## config.mk

```make
export PLATFORM = sky130hd
export DESIGN_NAME = pubsub_multicast_queue_router_core
export DESIGN_NICKNAME = d
export VERILOG_FILES = /design/src/hw/rtl/psmqr_pkg.sv /design/src/hw/rtl/pubsub_multicast_queue_router_core.sv /design/src/hw/rtl/psmqr_ctrl.sv /design/src/hw/rtl/psmqr_dp.sv
export SDC_FILE = /design/constraint.sdc
export NUM_CORES = 2
export LEC_CHECK = 0
export ABC_CLOCK_PERIOD_IN_PS = 6000
export BUFFER_PORTS_ARGS = -buffer_cell sky130_fd_sc_hd__buf_2
export CAP_MARGIN = 5
export CORE_UTILIZATION = 57
export CTS_CLUSTER_SIZE = 25
export DETAILED_ROUTE_END_ITERATION = 16
export GPL_TIMING_DRIVEN = 0
export PLACE_DENSITY = 0.76
export SLEW_MARGIN = 20
export SYNTH_ARGS = -nofsm -noshare
export SYNTH_HDL_FRONTEND = slang
export SYNTH_SLANG_ARGS = --single-unit
export TNS_END_PERCENT = 5
```

## constraint.sdc

```tcl
create_clock -name i_clk -period 6 [get_ports i_clk]
set_input_delay 1.2 -clock i_clk [delete_from_list [all_inputs] [get_ports i_clk]]
set_output_delay 1.2 -clock i_clk [all_outputs]
set_load 0.01 [all_outputs]
```

## src/hw/rtl/psmqr_pkg.sv

```systemverilog
// ----------------------------------------------------------------------------
// psmqr_pkg: shared definitions for the publish/subscribe queue router
// Command and status codes, default sizes, controller states and the
// command/status bundles exchanged between controller and datapath.
// ----------------------------------------------------------------------------
`default_nettype none

package psmqr_pkg;

    // Default sizes of the router.
    localparam int P_NUM_PIPES   = 10;
    localparam int P_ROUTE_SLOTS = 10;
    localparam int P_NUM_MSG_IDS = 20;
    localparam int P_QUEUE_DEPTH = 5;
    localparam int P_MSG_SLOTS   = 64;

    // Fixed field widths.
    localparam int CMD_W = 3;
    localparam int SUB_W = 4;
    localparam int ID_W  = 5;
    localparam int HDL_W = 6;
    localparam int ST_W  = 3;
    localparam int DLV_W = 4;

    // Request command codes.
    localparam logic [CMD_W-1:0] CMD_SUBSCRIBE   = 3'd0;
    localparam logic [CMD_W-1:0] CMD_UNSUBSCRIBE = 3'd1;
    localparam logic [CMD_W-1:0] CMD_PUBLISH     = 3'd2;
    localparam logic [CMD_W-1:0] CMD_RECEIVE     = 3'd3;
    localparam logic [CMD_W-1:0] CMD_FLUSH       = 3'd4;
    localparam logic [CMD_W-1:0] CMD_RELEASE     = 3'd5;

    // Result status codes.
    localparam logic [ST_W-1:0] ST_OK        = 3'd0;
    localparam logic [ST_W-1:0] ST_NOT_READY = 3'd1;
    localparam logic [ST_W-1:0] ST_INVALID   = 3'd2;
    localparam logic [ST_W-1:0] ST_RANGE     = 3'd3;
    localparam logic [ST_W-1:0] ST_NOT_FOUND = 3'd4;
    localparam logic [ST_W-1:0] ST_BUSY      = 3'd5;

    typedef enum logic [3:0] {
        S_IDLE,
        S_LOAD,
        S_DECODE,
        S_SCAN,
        S_SUB_WR,
        S_PUB_WR,
        S_RX_RD,
        S_RX_REF,
        S_OUT
    } t_state;

    // Controller to datapath.
    typedef struct packed {
        logic            load_in;
        logic            scan_start;
        logic            scan_run;
        logic            sub_write;
        logic            unsub_clear;
        logic            enqueue;
        logic            pub_wb;
        logic            pop;
        logic            ref_sel_pop;
        logic            ref_dec;
        logic            flush;
        logic            set_status;
        logic [ST_W-1:0] status;
        logic            out_load;
    } t_dp_cmd;

    // Datapath to controller.
    typedef struct packed {
        logic             bus_en;
        logic [CMD_W-1:0] cmd;
        logic             sub_ok;
        logic             id_ok;
        logic             h_ok;
        logic             cnt_full;
        logic             cnt_zero;
        logic             q_active;
        logic             q_empty;
        logic             ref_nz;
        logic             ev_vld;
        logic             ev_last;
        logic             ev_match;
        logic             ev_deliver;
        logic             have_empty;
        logic             n_zero;
        logic             out_free;
    } t_dp_sts;

endpackage

`default_nettype wire

```

## src/hw/rtl/pubsub_multicast_queue_router_core.sv

```systemverilog
// ----------------------------------------------------------------------------
// pubsub_multicast_queue_router_core: publish/subscribe queue router
// Routes message handles from topic ids to subscriber ring queues and keeps
// a reference count per handle.
// ----------------------------------------------------------------------------
// Sequencing: flush, release and rejected requests pass through load, decode and
// output; receive adds a queue read and a reference update; subscribe,
// unsubscribe and publish scan up to ROUTE_SLOTS route slots, and subscribe or publish may then write back.
// Throughput: one request at a time; the route scan reads one table slot per
// cycle from the route memory.
// Reset (synchronous, active low) clears all routes, queues, counts and sets
// the bus enable register to 1; no clearing pass is needed.
`default_nettype none

module pubsub_multicast_queue_router_core #(
    parameter int NUM_PIPES   = psmqr_pkg::P_NUM_PIPES,
    parameter int ROUTE_SLOTS = psmqr_pkg::P_ROUTE_SLOTS,
    parameter int NUM_MSG_IDS = psmqr_pkg::P_NUM_MSG_IDS,
    parameter int QUEUE_DEPTH = psmqr_pkg::P_QUEUE_DEPTH,
    parameter int MSG_SLOTS   = psmqr_pkg::P_MSG_SLOTS
) (
    input  wire logic                        i_clk,
    input  wire logic                        i_rst_n,
    // Request channel.
    input  wire logic                        i_valid,
    output logic                             o_stall,
    input  wire logic [psmqr_pkg::CMD_W-1:0] i_cmd,
    input  wire logic [psmqr_pkg::SUB_W-1:0] i_subscriber_id,
    input  wire logic [psmqr_pkg::ID_W-1:0]  i_message_id,
    input  wire logic [psmqr_pkg::HDL_W-1:0] i_msg_handle,
    // Result channel.
    output logic                             o_valid,
    input  wire logic                        i_stall,
    output logic [psmqr_pkg::ST_W-1:0]       o_status,
    output logic [psmqr_pkg::HDL_W-1:0]      o_out_handle,
    output logic [psmqr_pkg::DLV_W-1:0]      o_deliveries,
    // Bus enable register write.
    input  wire logic                        i_cfg_valid,
    output logic                             o_cfg_ready,
    input  wire logic                        i_cfg_data
);
    import psmqr_pkg::*;

    t_dp_cmd w_cmd;
    t_dp_sts w_sts;
    logic    w_busy;

    // The request side is open only while the sequencer is idle. A finished
    // result sits in the output register, so the next request can be taken
    // while the previous result still waits on a stalled consumer.
    assign o_stall = w_busy;

    // The enable register is a plain flop and accepts a write every cycle.
    assign o_cfg_ready = 1'b1;

    psmqr_ctrl u_ctrl (
        .i_clk   (i_clk),
        .i_rst_n (i_rst_n),
        .i_valid (i_valid),
        .o_busy  (w_busy),
        .i_sts   (w_sts),
        .o_cmd   (w_cmd)
    );

    // The datapath holds the route table (memory plus per-slot valid bits),
    // the per-subscriber ring queues and the per-handle reference counts.
    psmqr_dp #(
        .NUM_PIPES   (NUM_PIPES),
        .ROUTE_SLOTS (ROUTE_SLOTS),
        .NUM_MSG_IDS (NUM_MSG_IDS),
        .QUEUE_DEPTH (QUEUE_DEPTH),
        .MSG_SLOTS   (MSG_SLOTS)
    ) u_dp (
        .i_clk           (i_clk),
        .i_rst_n         (i_rst_n),
        .i_cmd           (i_cmd),
        .i_subscriber_id (i_subscriber_id),
        .i_message_id    (i_message_id),
        .i_msg_handle    (i_msg_handle),
        .i_cfg_wr        (i_cfg_valid && o_cfg_ready),
        .i_cfg_data      (i_cfg_data),
        .i_stall         (i_stall),
        .i_dcmd          (w_cmd),
        .o_sts           (w_sts),
        .o_valid         (o_valid),
        .o_status        (o_status),
        .o_out_handle    (o_out_handle),
        .o_deliveries    (o_deliveries)
    );

endmodule

`default_nettype wire

```

## src/hw/rtl/psmqr_ctrl.sv

```systemverilog
// ----------------------------------------------------------------------------
// psmqr_ctrl: request sequencer of the queue router
// Walks each request through decode, route scan and write-back steps and
// drives the datapath with one command bundle per cycle.
// ----------------------------------------------------------------------------
`default_nettype none

module psmqr_ctrl (
    input  wire logic               i_clk,
    input  wire logic               i_rst_n,
    input  wire logic               i_valid,
    output logic                    o_busy,
    input  wire psmqr_pkg::t_dp_sts i_sts,
    output psmqr_pkg::t_dp_cmd      o_cmd
);
    import psmqr_pkg::*;

    t_state  r_state;
    t_state  n_state;
    t_dp_cmd w_cmd;
    logic    w_rx_go;

    always_ff @(posedge i_clk) begin
        if (!i_rst_n) begin
            r_state <= S_IDLE;
        end else begin
            r_state <= n_state;
        end
    end

    always_comb begin
        n_state = r_state;
        case (r_state)
            S_IDLE: begin
                if (i_valid) begin
                    n_state = S_LOAD;
                end
            end
            S_LOAD: n_state = S_DECODE;
            S_DECODE: begin
                if (w_cmd.scan_start) begin
                    n_state = S_SCAN;
                end else if (w_rx_go) begin
                    n_state = S_RX_RD;
                end else begin
                    n_state = S_OUT;
                end
            end
            S_SCAN: begin
                if (i_sts.ev_vld) begin
                    if (i_sts.cmd == CMD_PUBLISH) begin
                        if (i_sts.ev_last) begin
                            n_state = S_PUB_WR;
                        end
                    end else if (i_sts.ev_match) begin
                        n_state = S_OUT;
                    end else if (i_sts.ev_last) begin
                        n_state = (i_sts.cmd == CMD_SUBSCRIBE) ? S_SUB_WR : S_OUT;
                    end
                end
            end
            S_SUB_WR: n_state = S_OUT;
            S_PUB_WR: n_state = S_OUT;
            S_RX_RD:  n_state = S_RX_REF;
            S_RX_REF: n_state = S_OUT;
            S_OUT: begin
                if (i_sts.out_free) begin
                    n_state = S_IDLE;
                end
            end
            default: n_state = S_IDLE;
        endcase
    end

    always_comb begin
        w_cmd   = '0;
        w_rx_go = 1'b0;
        case (r_state)
            S_IDLE: begin
                w_cmd.load_in = i_valid;
            end
            S_DECODE: begin
                w_cmd.set_status = 1'b1;
                w_cmd.status     = ST_INVALID;
                if (!i_sts.bus_en) begin
                    w_cmd.status = ST_NOT_READY;
                end else begin
                    case (i_sts.cmd)
                        CMD_SUBSCRIBE: begin
                            if (i_sts.sub_ok && i_sts.id_ok) begin
                                if (i_sts.cnt_full) begin
                                    w_cmd.status = ST_RANGE;
                                end else begin
                                    w_cmd.set_status = 1'b0;
                                    w_cmd.scan_start = 1'b1;
                                end
                            end
                        end
                        CMD_UNSUBSCRIBE: begin
                            if (i_sts.sub_ok && i_sts.id_ok) begin
                                if (i_sts.cnt_zero) begin
                                    w_cmd.status = ST_NOT_FOUND;
                                end else begin
                                    w_cmd.set_status = 1'b0;
                                    w_cmd.scan_start = 1'b1;
                                end
                            end
                        end
                        CMD_PUBLISH: begin
                            if (i_sts.id_ok && i_sts.h_ok) begin
                                w_cmd.set_status = 1'b0;
                                w_cmd.scan_start = 1'b1;
                            end
                        end
                        CMD_RECEIVE: begin
                            if (i_sts.sub_ok) begin
                                if (!i_sts.q_active || i_sts.q_empty) begin
                                    w_cmd.status = ST_RANGE;
                                end else begin
                                    w_cmd.set_status = 1'b0;
                                    w_rx_go          = 1'b1;
                                end
                            end
                        end
                        CMD_FLUSH: begin
                            if (i_sts.sub_ok) begin
                                w_cmd.flush  = 1'b1;
                                w_cmd.status = ST_OK;
                            end
                        end
                        CMD_RELEASE: begin
                            if (i_sts.h_ok) begin
                                w_cmd.status = i_sts.ref_nz ? ST_BUSY : ST_OK;
                            end
                        end
                        default: w_cmd.status = ST_INVALID;
                    endcase
                end
            end
            S_SCAN: begin
                w_cmd.scan_run = 1'b1;
                if (i_sts.ev_vld) begin
                    if (i_sts.cmd == CMD_PUBLISH) begin
                        w_cmd.enqueue = i_sts.ev_deliver;
                    end else if (i_sts.ev_match) begin
                        w_cmd.unsub_clear = (i_sts.cmd == CMD_UNSUBSCRIBE);
                        w_cmd.set_status  = 1'b1;
                        w_cmd.status      = ST_OK;
                    end else if (i_sts.ev_last && i_sts.cmd == CMD_UNSUBSCRIBE) begin
                        w_cmd.set_status = 1'b1;
                        w_cmd.status     = ST_NOT_FOUND;
                    end
                end
            end
            S_SUB_WR: begin
                w_cmd.sub_write  = i_sts.have_empty;
                w_cmd.set_status = 1'b1;
                w_cmd.status     = i_sts.have_empty ? ST_OK : ST_RANGE;
            end
            S_PUB_WR: begin
                w_cmd.pub_wb     = 1'b1;
                w_cmd.set_status = 1'b1;
                w_cmd.status     = i_sts.n_zero ? ST_RANGE : ST_OK;
            end
            S_RX_RD: begin
                w_cmd.pop         = 1'b1;
                w_cmd.ref_sel_pop = 1'b1;
            end
            S_RX_REF: begin
                w_cmd.ref_dec    = 1'b1;
                w_cmd.set_status = 1'b1;
                w_cmd.status     = ST_OK;
            end
            S_OUT: begin
                w_cmd.out_load = i_sts.out_free;
            end
            default: w_cmd = '0;
        endcase
    end

    assign o_cmd  = w_cmd;
    assign o_busy = (r_state != S_IDLE);

endmodule

`default_nettype wire

```

## src/hw/rtl/psmqr_dp.sv

```systemverilog
// ----------------------------------------------------------------------------
// psmqr_dp: storage and arithmetic of the queue router
// Holds the route table, subscriber queues, reference counts, the enable
// register and the result register.
// ----------------------------------------------------------------------------
`default_nettype none

module psmqr_dp #(
    parameter int NUM_PIPES   = psmqr_pkg::P_NUM_PIPES,
    parameter int ROUTE_SLOTS = psmqr_pkg::P_ROUTE_SLOTS,
    parameter int NUM_MSG_IDS = psmqr_pkg::P_NUM_MSG_IDS,
    parameter int QUEUE_DEPTH = psmqr_pkg::P_QUEUE_DEPTH,
    parameter int MSG_SLOTS   = psmqr_pkg::P_MSG_SLOTS
) (
    input  wire logic                          i_clk,
    input  wire logic                          i_rst_n,
    input  wire logic [psmqr_pkg::CMD_W-1:0]   i_cmd,
    input  wire logic [psmqr_pkg::SUB_W-1:0]   i_subscriber_id,
    input  wire logic [psmqr_pkg::ID_W-1:0]    i_message_id,
    input  wire logic [psmqr_pkg::HDL_W-1:0]   i_msg_handle,
    input  wire logic                          i_cfg_wr,
    input  wire logic                          i_cfg_data,
    input  wire logic                          i_stall,
    input  wire psmqr_pkg::t_dp_cmd            i_dcmd,
    output psmqr_pkg::t_dp_sts                 o_sts,
    output logic                               o_valid,
    output logic [psmqr_pkg::ST_W-1:0]         o_status,
    output logic [psmqr_pkg::HDL_W-1:0]        o_out_handle,
    output logic [psmqr_pkg::DLV_W-1:0]        o_deliveries
);
    import psmqr_pkg::*;

    localparam int PW   = $clog2(NUM_PIPES);
    localparam int IW   = (NUM_MSG_IDS > 1) ? $clog2(NUM_MSG_IDS) : 1;
    localparam int SIW  = (ROUTE_SLOTS > 1) ? $clog2(ROUTE_SLOTS) : 1;
    localparam int SCW  = $clog2(ROUTE_SLOTS + 1);
    localparam int RDEP = NUM_MSG_IDS * ROUTE_SLOTS;
    localparam int AW   = (RDEP > 1) ? $clog2(RDEP) : 1;
    localparam int QW   = (QUEUE_DEPTH > 1) ? $clog2(QUEUE_DEPTH) : 1;
    localparam int FW   = $clog2(QUEUE_DEPTH + 1);
    localparam int QDEP = NUM_PIPES << QW;
    localparam int HW   = $clog2(MSG_SLOTS);
    localparam int REFW = 6;

    localparam logic [SIW-1:0]  LAST_SLOT = SIW'(ROUTE_SLOTS - 1);
    localparam logic [SCW-1:0]  SLOTS_C   = SCW'(ROUTE_SLOTS);
    localparam logic [FW-1:0]   DEPTH_C   = FW'(QUEUE_DEPTH);
    localparam logic [QW-1:0]   LAST_QPOS = QW'(QUEUE_DEPTH - 1);
    localparam logic [REFW-1:0] REF_MAX   = '1;
    localparam logic [DLV_W-1:0] DLV_MAX  = '1;

    // Request fields and result.
    logic [CMD_W-1:0] r_cmd;
    logic [SUB_W-1:0] r_sub;
    logic [ID_W-1:0]  r_id;
    logic [HDL_W-1:0] r_h;
    logic [ST_W-1:0]  r_status;
    logic [HDL_W-1:0] r_ohdl;
    logic [DLV_W-1:0] r_dlv;
    logic             r_bus_en;

    // Output register.
    logic             r_ovalid;
    logic [ST_W-1:0]  r_o_status;
    logic [HDL_W-1:0] r_o_hdl;
    logic [DLV_W-1:0] r_o_dlv;

    // Route table.
    logic [SUB_W-1:0] r_rt_mem [RDEP];
    logic             r_rt_vld [RDEP];
    logic [SCW-1:0]   r_rt_cnt [NUM_MSG_IDS];

    // Scan state.
    logic [SCW-1:0]   r_idx;
    logic             r_rd_vld;
    logic [SIW-1:0]   r_rd_slot;
    logic             r_rd_valid;
    logic [SUB_W-1:0] r_rd_pipe;
    logic [SIW-1:0]   r_last_empty;
    logic             r_have_empty;
    logic [DLV_W-1:0] r_n;
    logic [REFW-1:0]  r_ref_acc;

    // Subscriber queues.
    logic [HDL_W-1:0] r_q_mem  [QDEP];
    logic [HDL_W-1:0] r_q_rd;
    logic [QW-1:0]    r_head   [NUM_PIPES];
    logic [QW-1:0]    r_tail   [NUM_PIPES];
    logic [FW-1:0]    r_fill   [NUM_PIPES];
    logic             r_active [NUM_PIPES];

    // Reference counts.
    logic [REFW-1:0]  r_ref_mem [MSG_SLOTS];
    logic             r_ref_vld [MSG_SLOTS];
    logic [REFW-1:0]  r_ref_q;
    logic             r_ref_vq;

    logic             w_sub_ok;
    logic             w_id_ok;
    logic             w_h_ok;
    logic [PW-1:0]    w_sidx;
    logic [IW-1:0]    w_iidx;
    logic [PW-1:0]    w_qidx;
    logic             w_p_ok;
    logic             w_deliver;
    logic             w_match;
    logic             w_issue;
    logic [AW-1:0]    w_id_base;
    logic [AW-1:0]    w_rd_addr;
    logic [AW-1:0]    w_wr_addr;
    logic [REFW-1:0]  w_ref_val;
    logic [HW-1:0]    w_ref_raddr;
    logic             w_pop_ok;
    logic             w_out_free;

    assign w_sub_ok  = (5'(r_sub) < 5'(NUM_PIPES));
    assign w_id_ok   = (6'(r_id) < 6'(NUM_MSG_IDS));
    assign w_h_ok    = (7'(r_h) < 7'(MSG_SLOTS));
    assign w_sidx    = r_sub[PW-1:0];
    assign w_iidx    = r_id[IW-1:0];
    assign w_qidx    = i_dcmd.scan_run ? r_rd_pipe[PW-1:0] : w_sidx;
    assign w_p_ok    = (5'(r_rd_pipe) < 5'(NUM_PIPES));
    assign w_deliver = r_rd_valid && w_p_ok && r_active[w_qidx]
                       && (r_fill[w_qidx] < DEPTH_C);
    assign w_match   = r_rd_valid && (r_rd_pipe == r_sub);
    assign w_issue   = i_dcmd.scan_run && (r_idx < SLOTS_C);
    assign w_id_base = AW'(w_iidx) * AW'(ROUTE_SLOTS);
    assign w_rd_addr = w_id_base + AW'(r_idx[SIW-1:0]);
    assign w_wr_addr = w_id_base + AW'(i_dcmd.sub_write ? r_last_empty : r_rd_slot);
    assign w_ref_val = r_ref_vq ? r_ref_q : '0;
    assign w_ref_raddr = i_dcmd.ref_sel_pop ? r_q_rd[HW-1:0] : r_h[HW-1:0];
    assign w_pop_ok  = (7'(r_ohdl) < 7'(MSG_SLOTS));
    assign w_out_free = !r_ovalid || !i_stall;

    // Control registers.
    always_ff @(posedge i_clk) begin
        if (!i_rst_n) begin
            r_bus_en <= 1'b1;
            r_ovalid <= 1'b0;
            r_rd_vld <= 1'b0;
        end else begin
            if (i_cfg_wr) begin
                r_bus_en <= i_cfg_data;
            end
            if (i_dcmd.out_load) begin
                r_ovalid <= 1'b1;
            end else if (!i_stall) begin
                r_ovalid <= 1'b0;
            end
            r_rd_vld <= w_issue;
        end
    end

    // Request fields, scan bookkeeping and result payload.
    always_ff @(posedge i_clk) begin
        if (i_dcmd.load_in) begin
            r_cmd  <= i_cmd;
            r_sub  <= i_subscriber_id;
            r_id   <= i_message_id;
            r_h    <= i_msg_handle;
            r_ohdl <= '0;
            r_dlv  <= '0;
        end
        if (i_dcmd.set_status) begin
            r_status <= i_dcmd.status;
        end
        if (i_dcmd.scan_start) begin
            r_idx        <= '0;
            r_have_empty <= 1'b0;
            r_n          <= '0;
            r_ref_acc    <= w_ref_val;
        end else if (w_issue) begin
            r_idx <= r_idx + SCW'(1);
        end
        if (w_issue) begin
            r_rd_slot  <= r_idx[SIW-1:0];
            r_rd_valid <= r_rt_vld[w_rd_addr];
            r_rd_pipe  <= r_rt_mem[w_rd_addr];
        end
        if (i_dcmd.scan_run && r_rd_vld && !r_rd_valid) begin
            r_last_empty <= r_rd_slot;
            r_have_empty <= 1'b1;
        end
        if (i_dcmd.enqueue) begin
            r_n <= (r_n == DLV_MAX) ? DLV_MAX : r_n + DLV_W'(1);
            r_ref_acc <= (r_ref_acc == REF_MAX) ? REF_MAX : r_ref_acc + REFW'(1);
        end
        if (i_dcmd.pub_wb) begin
            r_dlv <= r_n;
        end
        if (i_dcmd.pop) begin
            r_ohdl <= r_q_rd;
        end
        if (i_dcmd.out_load) begin
            r_o_status <= r_status;
            r_o_hdl    <= r_ohdl;
            r_o_dlv    <= r_dlv;
        end
    end

    // Route table memory: one read and one write per cycle.
    always_ff @(posedge i_clk) begin
        if (i_dcmd.sub_write) begin
            r_rt_mem[w_wr_addr] <= r_sub;
        end
    end

    always_ff @(posedge i_clk) begin
        if (!i_rst_n) begin
            for (int k = 0; k < RDEP; k++) begin
                r_rt_vld[k] <= 1'b0;
            end
            for (int k = 0; k < NUM_MSG_IDS; k++) begin
                r_rt_cnt[k] <= '0;
            end
        end else begin
            if (i_dcmd.sub_write) begin
                r_rt_vld[w_wr_addr] <= 1'b1;
                r_rt_cnt[w_iidx]    <= r_rt_cnt[w_iidx] + SCW'(1);
            end else if (i_dcmd.unsub_clear) begin
                r_rt_vld[w_wr_addr] <= 1'b0;
                r_rt_cnt[w_iidx]    <= r_rt_cnt[w_iidx] - SCW'(1);
            end
        end
    end

    // Queue store: written at the tail, read at the head.
    always_ff @(posedge i_clk) begin
        if (i_dcmd.enqueue) begin
            r_q_mem[{w_qidx, r_tail[w_qidx]}] <= r_h;
        end
        r_q_rd <= r_q_mem[{w_qidx, r_head[w_qidx]}];
    end

    always_ff @(posedge i_clk) begin
        if (!i_rst_n) begin
            for (int k = 0; k < NUM_PIPES; k++) begin
                r_head[k]   <= '0;
                r_tail[k]   <= '0;
                r_fill[k]   <= '0;
                r_active[k] <= 1'b0;
            end
        end else begin
            if (i_dcmd.sub_write) begin
                r_active[w_sidx] <= 1'b1;
            end
            if (i_dcmd.enqueue) begin
                r_tail[w_qidx] <= (r_tail[w_qidx] == LAST_QPOS) ? '0
                                  : r_tail[w_qidx] + QW'(1);
                r_fill[w_qidx] <= r_fill[w_qidx] + FW'(1);
            end else if (i_dcmd.pop) begin
                r_head[w_qidx] <= (r_head[w_qidx] == LAST_QPOS) ? '0
                                  : r_head[w_qidx] + QW'(1);
                r_fill[w_qidx] <= r_fill[w_qidx] - FW'(1);
            end else if (i_dcmd.flush) begin
                r_head[w_qidx]   <= '0;
                r_tail[w_qidx]   <= '0;
                r_fill[w_qidx]   <= '0;
                r_active[w_qidx] <= 1'b0;
            end
        end
    end

    // Reference count memory with per-entry valid bits.
    always_ff @(posedge i_clk) begin
        r_ref_q <= r_ref_mem[w_ref_raddr];
        if (i_dcmd.pub_wb) begin
            r_ref_mem[r_h[HW-1:0]] <= r_ref_acc;
        end else if (i_dcmd.ref_dec && w_pop_ok && (w_ref_val != '0)) begin
            r_ref_mem[r_ohdl[HW-1:0]] <= w_ref_val - REFW'(1);
        end
    end

    always_ff @(posedge i_clk) begin
        if (!i_rst_n) begin
            for (int k = 0; k < MSG_SLOTS; k++) begin
                r_ref_vld[k] <= 1'b0;
            end
            r_ref_vq <= 1'b0;
        end else begin
            r_ref_vq <= r_ref_vld[w_ref_raddr];
            if (i_dcmd.pub_wb) begin
                r_ref_vld[r_h[HW-1:0]] <= 1'b1;
            end
        end
    end

    always_comb begin
        o_sts            = '0;
        o_sts.bus_en     = r_bus_en;
        o_sts.cmd        = r_cmd;
        o_sts.sub_ok     = w_sub_ok;
        o_sts.id_ok      = w_id_ok;
        o_sts.h_ok       = w_h_ok;
        o_sts.cnt_full   = (r_rt_cnt[w_iidx] >= SLOTS_C);
        o_sts.cnt_zero   = (r_rt_cnt[w_iidx] == '0);
        o_sts.q_active   = r_active[w_qidx];
        o_sts.q_empty    = (r_fill[w_qidx] == '0);
        o_sts.ref_nz     = (w_ref_val != '0);
        o_sts.ev_vld     = r_rd_vld;
        o_sts.ev_last    = (r_rd_slot == LAST_SLOT);
        o_sts.ev_match   = w_match;
        o_sts.ev_deliver = w_deliver;
        o_sts.have_empty = r_have_empty;
        o_sts.n_zero     = (r_n == '0);
        o_sts.out_free   = w_out_free;
    end

    assign o_valid      = r_ovalid;
    assign o_status     = r_o_status;
    assign o_out_handle = r_o_hdl;
    assign o_deliveries = r_o_dlv;

endmodule

`default_nettype wire
```

==> impl_metrics.toml <==
[status]
status = "finished with violations"
violations = "negative setup slack"

[yosys]
yosysMostFrequentCell = "edfxtp_1"
synth_area_leader_cell = "edfxtp_1"
synth_top_family_by_area = "multiplexers"
netlist-cell-type-count = 81
synth_flop_cell = "edfxtp_1"
synthAdderAreaFrac_pct = 0.411
synth-edff-count = 2066
syn_avg_cell_area_um2 = 16.1
synth-compound-area-share_pct = 6.10
ys_warn_count = 0
ys_ff_latch = 2369
synth-xor-area-share_pct = 0.287
synthMuxAreaShare_pct = 14.4
syn-instance-count = 6074
yosys.area_share.simple_pct = 6.72
synth_top_area_share_pct = 63.6
synth.area.top_cells = "edfxtp_1, mux4_2, dfxtp_1"
synthArstFlopShare_pct = 0
synth_common_cells = "edfxtp_1, nor2_1, nand2_1"
ys_seq_area_share_pct = 69.9
synth.cell_area_mm2 = 0.0975

[floorplan]
rows = 151
start_util_pct = 57.5
die_x_um = 416
pin_count = 40
dieArea_mm2 = 0.173
coreArea_mm2 = 0.170
fp.dieH_um = 416

[timing]
period_share_pct = 104
finalSetupTns_ns = -31.28
fmax_mhz = 160
worstMarginPinSlew_ns = 1.31
slew_headroom_pct = 12.8
report.final.slew_viol_count = 0
rsz0062_at_grt = "true"
final-hold-violation-count = 0
clock_skew_ns = 0.0715
hold_ws_ns = 0.418
layout_setup_ws_ns = -0.266
period_minus_slack_ns = 6.27
setup_viol = 212

[pwr]
ir_drop_uv = 329
power_frac_seq_pct = 39.4
leakage_uw = 0.0352
switching_share_pct = 34.3
switching_power_uw = 16500
p_per_area_mw_per_mm2 = 437
clockPowerShare_pct = 29.5
combPwrFrac_pct = 31.1
p_int_uw = 31500

[placement]
pre_cts_ws_ns = -0.534
dp.cells = 8418
gp_congestion = 0.991
hpwl_mm = 189
io_buffer_count = 38

[finish]
fillers = 11400
nNetsFinal = 6479
stdcell_count = 8842
layout-area-overhead-vs-synth_pct = 12.5
utilization_pct = 64.6
n_antenna_cell = 0
drive_gt1_share_pct = 19.8

[detailed_routing]
drt-initial-drc-count = 10100
first_pass_iters = 8
drtAntennaViolNets = 0
via_per_inst = 6.97
drc = 0
wire_per_inst_um = 32.4
totalWireLength_mm = 286
vias = 61600

[clock_tree]
cts_max_path_buffers = 3
clock_latency_ns = 0.89
cts_sinks = 2369
htreeDepth = 4
clock-root-buffer = "clkbuf_16"
cts_buffers = 224
clkTransAtPathRegs_ns = 0.06
cts_tree = "yes"

[worst_setup_path]
cp.required_ns = 6.49
cp.arrival_ns = 6.76
worst_setup_path_end_kind = "register"
crit_fanout = 27
crit_type = "register to register"
crit_path_start_kind = "register"

[global_route]
antenna_found_initial = 6
track_usage_pct = 33.0
grt_overflow = 0
grt_max_degree = 60
grt_pass1_wl_mm = 412
grt_pass1_vias = 60500

[min_path]
hold_class = "register to register"

[flow_run]
cap_violations = 0
## cell usage in the layout, fill, tap and decap left out, drive strengths merged, types with 19 or more instances in the layout
| master | instances |
|---|---|
| edfxtp | 2066 |
| nand3 | 102 |
| o22ai | 34 |
| clkinv | 101 |
| nand2 | 547 |
| a21oi | 64 |
| mux4 | 526 |
| clkbuf | 608 |
| o211ai | 204 |
| and3 | 34 |
| and2 | 43 |
| mux2i | 138 |
| nor2 | 678 |
| nor3 | 29 |
| inv | 39 |
| dfxtp | 303 |
| buf | 253 |
| nor2b | 27 |
| ha | 24 |
| a31oi | 33 |
| o21ai | 147 |
| nand4 | 21 |
| mux2 | 69 |
| o31ai | 206 |
| conb | 19 |
| a211oi | 67 |
## cell type report
class / count / area, um2 / share of cell area [%]
tap: 2218 / 2780 / 2.53
clock inverter: 138 / 1240 / 1.13
inverter: 36 / 138 / 0.125
sequential: 2369 / 68100 / 62.1
buffer: 466 / 2110 / 1.92
multi-input combinational: 3220 / 27700 / 25.2
timing repair buffer: 109 / 1580 / 1.44
clock buffer: 286 / 6050 / 5.52
## through the flow
step                instance area, um2  power (uW)
floorplan                        97600       27800
global placement                101000       32900
detailed placement              102000       33400
CTS                             110000       47400
global route                    110000       48800
finish                          110000       48000
## power by group through the flow
stage / clock [uW] / combinational, uW / sequential, uW
final: 14100 / 14900 / 18900
after global routing: 14700 / 15200 / 18900
after CTS: 14100 / 14400 / 18900
after detailed placement: 0 / 14100 / 19200
after global placement: 0 / 13100 / 19800
after floorplan: 0 / 8330 / 19500
## state kept, by name (all words and copies together), names as in the netlist, 16 cells and up, named ones only
register	cells
u_dp.r_rt_vld	256
u_dp.r_ref_mem	384
u_dp.r_tail	48
u_dp.r_rt_mem	800
u_dp.r_fill	48
u_dp.r_q_mem	480
u_dp.r_rt_cnt	128
u_dp.r_active	16
u_dp.r_ref_vld	64
u_dp.r_head	48
## repair_timing
action | in CTS | in global routing
pin swaps | 0 | 0
gates resized for setup | 79 | 53
buffers inserted | 0 | 0
hold buffers | 0 | 0
endpoints found under the setup margin | 557 | 960
## cell families (layout without fill, tap and decap cells)
logic type / after synthesis / after routing
adders and majority gates: 29 / 29
DFF: 2369 / 2369
buffers and inverters: 502 / 1035
muxes: 733 / 733
xor gates and xnor gates: 32 / 32
and+or+nand+nor: 1552 / 1552
other: 2 / 19
AOI/OAI and AO/OA: 855 / 855
## worst paths after layout
path | startpoint | endpoint | slack, ns | depth (start not counted)
min reg2reg | u_dp.r_dlv[2]$_SDFFCE_PN0P_ | u_dp.o_deliveries[2]$_DFFE_PP_ | 0.42 | 0
min | u_dp.r_dlv[2]$_SDFFCE_PN0P_ | u_dp.o_deliveries[2]$_DFFE_PP_ | 0.42 | 0
max | u_dp.r_sub[2]$_DFFE_PP_ | u_dp.r_q_mem[33][5]$_DFFE_PP_ | -0.27 | 16
max reg2reg | u_dp.r_sub[2]$_DFFE_PP_ | u_dp.r_q_mem[33][5]$_DFFE_PP_ | -0.27 | 16
## worst max-delay path, cell delays in order (launching register included)
cell and delay [ns]:
edfxtp_1 0.46, buf_8 0.22, buf_16 0.19, buf_8 0.23, buf_16 0.20, clkbuf_1 0.38
mux2_2 0.38, clkbuf_2 0.39, nor2_1 0.13, clkbuf_1 0.36, a22oi_1 0.35, nand2_1 0.19
o21ai_1 0.12, nand4_1 0.40, nor2_1 0.45, nand2_1 0.70, nor2_2 0.67
## layer usage
layer | vias to the layer above | GRT usage (%) | wire [um]
li1 | 24600 | - | -
met4 | 8 | 18.3 | 18400
met1 | 30700 | 43.2 | 98200
met2 | 5217 | 51.0 | 132000
met3 | 1062 | 8.29 | 37300
met5 | - | 0.0556 | 53
Note: power is estimated with default switching activity, not from simulation.
